<file path="src/cmg_pkg.sv">
// ----------------------------------------------------------------------------
// Clipmap mesh generator package
// Shared widths, mesh and operation codes, and the request context that
// travels from the front end through the queue and the divider pipelines.
// ----------------------------------------------------------------------------
package cmg_pkg;

   localparam int ARG_W       = 19;
   localparam int DIV_W       = 10;
   localparam int RES_W       = 8;
   localparam int QUEUE_DEPTH = 4;
   localparam int QPTR_W      = 2;
   localparam int QCNT_W      = 3;

   localparam logic [RES_W-1:0] TILE_RES_RESET = 8'd64;

   localparam logic [2:0] KIND_TILE   = 3'd0;
   localparam logic [2:0] KIND_FILLER = 3'd1;
   localparam logic [2:0] KIND_TRIM   = 3'd2;
   localparam logic [2:0] KIND_CROSS  = 3'd3;
   localparam logic [2:0] KIND_SEAM   = 3'd4;

   localparam logic OP_INDEX  = 1'b0;
   localparam logic OP_VERTEX = 1'b1;

   // Everything the back end needs about one request. The arg field is the
   // element for vertex reads and the pre-reversal position for index reads.
   typedef struct packed {
      logic [2:0]       kind;
      logic             vert;
      logic             oor;
      logic [ARG_W-1:0] len;
      logic [ARG_W-1:0] arg;
      logic [DIV_W-1:0] d1;
      logic [RES_W-1:0] t;
      logic [ARG_W-1:0] q1;
      logic [DIV_W-1:0] r1;
   } ctx_type;

   typedef struct packed {
      logic    valid;
      ctx_type ctx;
   } queue_type;

endpackage

</file>
<file path="src/cmg_front.sv">
// ----------------------------------------------------------------------------
// Clipmap mesh generator front end
// Accepts requests, works out the list length, range flag, position and
// first divisor, and holds the classified requests in a short queue.
// ----------------------------------------------------------------------------
module cmg_front import cmg_pkg::*; (
   input  logic             clock,
   input  logic             reset,
   input  logic             req_valid,
   output logic             req_stall,
   input  logic [2:0]       req_mesh_kind,
   input  logic             req_opcode,
   input  logic [ARG_W-1:0] req_element,
   input  logic [RES_W-1:0] tile_res,
   input  logic             pop,
   output queue_type        head
);

   logic [QCNT_W-1:0] count_ff, count_in;
   logic [QPTR_W-1:0] wr_ptr_ff, wr_ptr_in, rd_ptr_ff, rd_ptr_in;
   ctx_type           entry_ff [QUEUE_DEPTH];
   ctx_type           cls;
   logic              push, do_pop;
   logic [8:0]        pv;
   logic [9:0]        c;
   logic [15:0]       tt;
   logic [17:0]       pv_sq;
   logic [ARG_W-1:0]  len;
   logic [DIV_W-1:0]  d1;

   assign pv    = 9'(tile_res) + 9'd1;
   assign c     = 10'({tile_res, 2'b00}) + 10'd2;
   assign tt    = 16'(tile_res) * 16'(tile_res);
   assign pv_sq = 18'(pv) * 18'(pv);

   always_comb begin
      case (req_mesh_kind)
         KIND_TILE:   len = req_opcode ? ARG_W'(pv_sq) : ARG_W'(tt) * 19'd6;
         KIND_FILLER: len = req_opcode ? ARG_W'(pv) << 3 : ARG_W'(tile_res) * 19'd24;
         KIND_TRIM:   len = req_opcode ? (ARG_W'(c) << 2) + 19'd2
                                       : ARG_W'(c) * 19'd12 - 19'd6;
         KIND_CROSS:  len = req_opcode ? ARG_W'(pv) << 3
                                       : ARG_W'(tile_res) * 19'd24 + 19'd6;
         KIND_SEAM:   len = req_opcode ? ARG_W'(c) << 2 : ARG_W'(c) * 19'd6;
         default:     len = '0;
      endcase
   end

   // Index reads use 6 (or 3 for the seam's triangles); vertex reads divide
   // by the row pitch of the mesh in question.
   always_comb begin
      if (req_opcode == OP_INDEX) begin
         d1 = (req_mesh_kind == KIND_SEAM) ? 10'd3 : 10'd6;
      end else begin
         case (req_mesh_kind)
            KIND_TILE:   d1 = DIV_W'(pv);
            KIND_FILLER: d1 = DIV_W'({pv, 1'b0});
            KIND_SEAM:   d1 = c;
            default:     d1 = 10'd1;
         endcase
      end
   end

   always_comb begin
      cls.kind = req_mesh_kind;
      cls.vert = req_opcode;
      cls.oor  = (req_element >= len);
      cls.len  = len;
      cls.arg  = req_opcode ? req_element : len - 19'd1 - req_element;
      cls.d1   = d1;
      cls.t    = tile_res;
      cls.q1   = '0;
      cls.r1   = '0;
   end

   assign req_stall  = (count_ff == QCNT_W'(QUEUE_DEPTH));
   assign push       = req_valid && !req_stall;
   assign do_pop     = pop && head.valid;
   assign head.valid = (count_ff != '0);
   assign head.ctx   = entry_ff[rd_ptr_ff];

   assign count_in  = count_ff + QCNT_W'(push) - QCNT_W'(do_pop);
   assign wr_ptr_in = push ? wr_ptr_ff + 2'd1 : wr_ptr_ff;
   assign rd_ptr_in = do_pop ? rd_ptr_ff + 2'd1 : rd_ptr_ff;

   always_ff @(posedge clock) begin
      if (reset) begin
         count_ff  <= '0;
         wr_ptr_ff <= '0;
         rd_ptr_ff <= '0;
      end else begin
         count_ff  <= count_in;
         wr_ptr_ff <= wr_ptr_in;
         rd_ptr_ff <= rd_ptr_in;
      end
   end

   always_ff @(posedge clock) begin
      if (push) begin
         entry_ff[wr_ptr_ff] <= cls;
      end
   end

endmodule

</file>
<file path="config.mk">
export PLATFORM = sky130hd
export DESIGN_NAME = cmg_front
export DESIGN_NICKNAME = d
export VERILOG_FILES = /design/src/cmg_pkg.sv /design/src/cmg_front.sv
export SDC_FILE = /design/constraint.sdc
export NUM_CORES = 1
export LEC_CHECK = 0
export BUFFER_PORTS_ARGS = -buffer_cell sky130_fd_sc_hd__buf_2
export CAP_MARGIN = 20
export CORE_ASPECT_RATIO = 0.9
export CORE_MARGIN = 1.5
export CORE_UTILIZATION = 50
export DETAILED_ROUTE_END_ITERATION = 16
export PLACE_DENSITY = 0.67
export SLEW_MARGIN = 20
export SYNTH_ARGS = -nofsm -noshare
export SYNTH_HDL_FRONTEND = slang
export SYNTH_SLANG_ARGS = --single-unit
</file>
<file path="constraint.sdc">
create_clock -name clock -period 8.8 [get_ports clock]
set_clock_uncertainty 0.1 [all_clocks]
set_input_delay 0.44 -clock clock [delete_from_list [all_inputs] [get_ports clock]]
set_output_delay 0.44 -clock clock [all_outputs]
set_load 0.02 [all_outputs]
</file>
==> impl_metrics.toml <==
[outcome]
status = "finished, final reports clean"

[global_routing]
grt_pass1_wl_um = 62310
overflow = 0
grt_pass1_vias = 11230
grt_max_degree = 62
grt_util_all_layers_pct = 23.01
grt_antenna_before_repair = 0

[timing]
fmax_mhz = 130.9
rsz0062_at_grt = "false"
hold_viol = 0
fin_crit_sh_pct = 86.79
fin_crit_ns = 7.637
hold_ws_ns = 0.1039
setup_violations = 0
slew_viol_final = 0
worst_pin_slew_ns = 1.006
max-slew-margin-rel_pct = 32.90
fin_tns_setup_ns = 0
worst_slack_ns = 1.163

[run]
maxCapViolations = 0

[cells_and_area]
final_common_cell = "edfxtp_1"
layout-drive-gt1-share_pct = 18.05
final_cell_mix = "edfxtp_1 (244), inv_1 (145), ha_1 (134)"
diodes = 0
nNetsFinal = 1746
syn2layout_area_growth_pct = 10.14
utilization_pct = 56.46
fin_area_um2 = 18740

[critical_path]
critPathBufInv = 5
worst_path_max_delay_cell = "fa_1"
cp-end-kind = "register"
crit_family = "adder cells"
crit_fanout = 11
worstPathArrival_ns = 7.83
timing.rr.start = "count_ff[1]$_SDFF_PP0_"
reg2reg_depth = 11
r2r-end = "count_ff[2]$_SDFF_PP0_"
start_kind = "input pin"
critPathKind = "in -> reg"
r2r_setup_slack_ns = 6.32
worst_path_largest_cell_delay_ns = 0.54
worstPathRequired_ns = 8.99

[cts]
clk_latency_ns = 0.50
clock-sinks = 253
post_cts_buffers = 0
cts-htree-levels = 1
cts_tree = "built"
clk_pin_slew_ns = 0.06
cts_root_buffer = "clkbuf_16"
clock_path_buffers = 3
numCtsBuffers = 25
hold_buffers = 0
cts_resized = 0

[routing]
routedWlPerCell_um = 19.97
wl_um = 39630
vias = 11310
drt-initial-drc-count = 946
drc_errors = 0
dr.pass1.iters = 7
antenna_left = 0
vias_per_cell = 5.701

[place]
dp_hpwl_um = 28850
io_buffers = 97
place.gp.congestion = 0.9182
place_area_um2 = 17940
dp_slack_ns = 0.6631

[synth]
synthDistinctLibCells = 87
postSynthAreaPerCell_um2 = 11.97
yosysSeqAreaShare_pct = 44.13
synth_top_area_share_pct = 43.07
ys_warn_count = 0
synthTopCellsByArea = "edfxtp_1 (43%), ha_1 (9.9%), mux4_2 (8.1%)"
ys_seq_elements = 253
syn_area_um2 = 17010
synth_top_area_cell = "edfxtp_1"
synthFlopType = "edfxtp_1"
postSynthCellCount = 1421
synth-async-reset-ratio_pct = 0
synth_edf_count = 244

[min_path]
min_to = "count_ff[1]$_SDFF_PP0_"
holdCritPathClass = "in -> reg"
holdPathStages = 2
hp-start = "reset"

[floorplan]
core-area_um2 = 33190
io_pins = 127
die_x_um = 197.4
start_util_pct = 51.26
die_h_um = 178.0
fp-row-count = 63
die-area_um2 = 35140

[pwr]
p_leak_nw = 7.725
ir_drop_mv = 0.1876
p_per_area_nw_per_um2 = 305.6
-- metrics by stage --
| stage | power, W | std cells |
|---|---|---|
| 3_5_place_dp | 0.004702 | 1940 |
| 6_report | 0.005725 | 1984 |
| 4_1_cts | 0.005739 | 1984 |
| 2_1_floorplan | 0.003949 | 1449 |
| 5_1_grt | 0.006113 | 1984 |
| 3_3_place_gp | 0.004662 | 1940 |
-- worst register-to-register path: cells and delay by family, from the launching register on --
kind          cells  cell delay (ns)
buf+inv           3             0.18
xor+xnor          2             0.31
fa+ha+maj         3             0.80
flops             1             0.41
simple gates      3             0.57
-- per-layer routing --
metal	wire length, um	track usage, %
met1	17140	32.17
met2	18480	38.09
met3	2717	2.174
met4	1292	7.411
met5	0	0
-- worst max path at each step --
stage | start | end | slack [ns] | cells after the start
after CTS | tile_res[2] | entry_ff[2][36]$_DFFE_PP_ | 1.18 | 28
after global placement | tile_res[7] | entry_ff[2][56]$_DFFE_PP_ | 0.77 | 29
after global routing | tile_res[2] | entry_ff[2][36]$_DFFE_PP_ | 0.51 | 28
after floorplan | tile_res[2] | entry_ff[0][35]$_DFFE_PP_ | 1.53 | 28
after detailed placement | tile_res[2] | entry_ff[2][36]$_DFFE_PP_ | 0.66 | 28
final | tile_res[5] | entry_ff[2][36]$_DFFE_PP_ | 1.16 | 29
-- cell usage after synthesis, drive strengths merged, types with 9 or more instances --
master	number
xnor2	40
a21oi	58
buf	52
nor3	22
edfxtp	244
o21ai	47
nand3	23
o21a	19
ha	134
nor2b	16
o22ai	9
or3	9
clkbuf	42
nor2	102
a211oi	14
dfxtp	9
nand2	93
a31oi	10
and2	17
o211ai	11
mux4	61
inv	149
mux2i	9
fa	65
a21o	33
xor2	32
-- area by class of cell --
| class | count | area (um^2) |
|---|---|---|
| clock buffer | 30 | 644.4 |
| sequential | 253 | 7512 |
| timing repair buffer | 130 | 733.2 |
| clock inverter | 14 | 148.9 |
| fill | 2747 | 14450 |
| inverter | 150 | 563.0 |
| multi-input combinational | 952 | 8564 |
| tap | 455 | 569.3 |
-- cell families after synthesis --
kind of cell / after synthesis / synth area share (%)
buffers and inverters: 244 / 6.215
AOI/OAI and AO/OA: 256 / 10.39
DFF: 253 / 44.13
and+or+nand+nor: 322 / 8.988
adders and majority gates: 199 / 17.51
xor gates and xnor gates: 72 / 3.884
muxes: 74 / 8.870
other: 1 / 0.02204
-- sequential cells by signal (all words and copies together) (netlist names), named ones only --
signal,cells
entry_ff,244
rd_ptr_ff,2
count_ff,3
wr_ptr_ff,2
-- power by group --
group | internal (W) | switching [W] | leakage [nW]
Clock | 0.000609 | 0.000419 | 0.380
Sequential | 0.00155 | 0.0000571 | 2.33
Combinational | 0.00128 | 0.00181 | 5.01
Note: power is estimated with default switching activity, not from simulation.
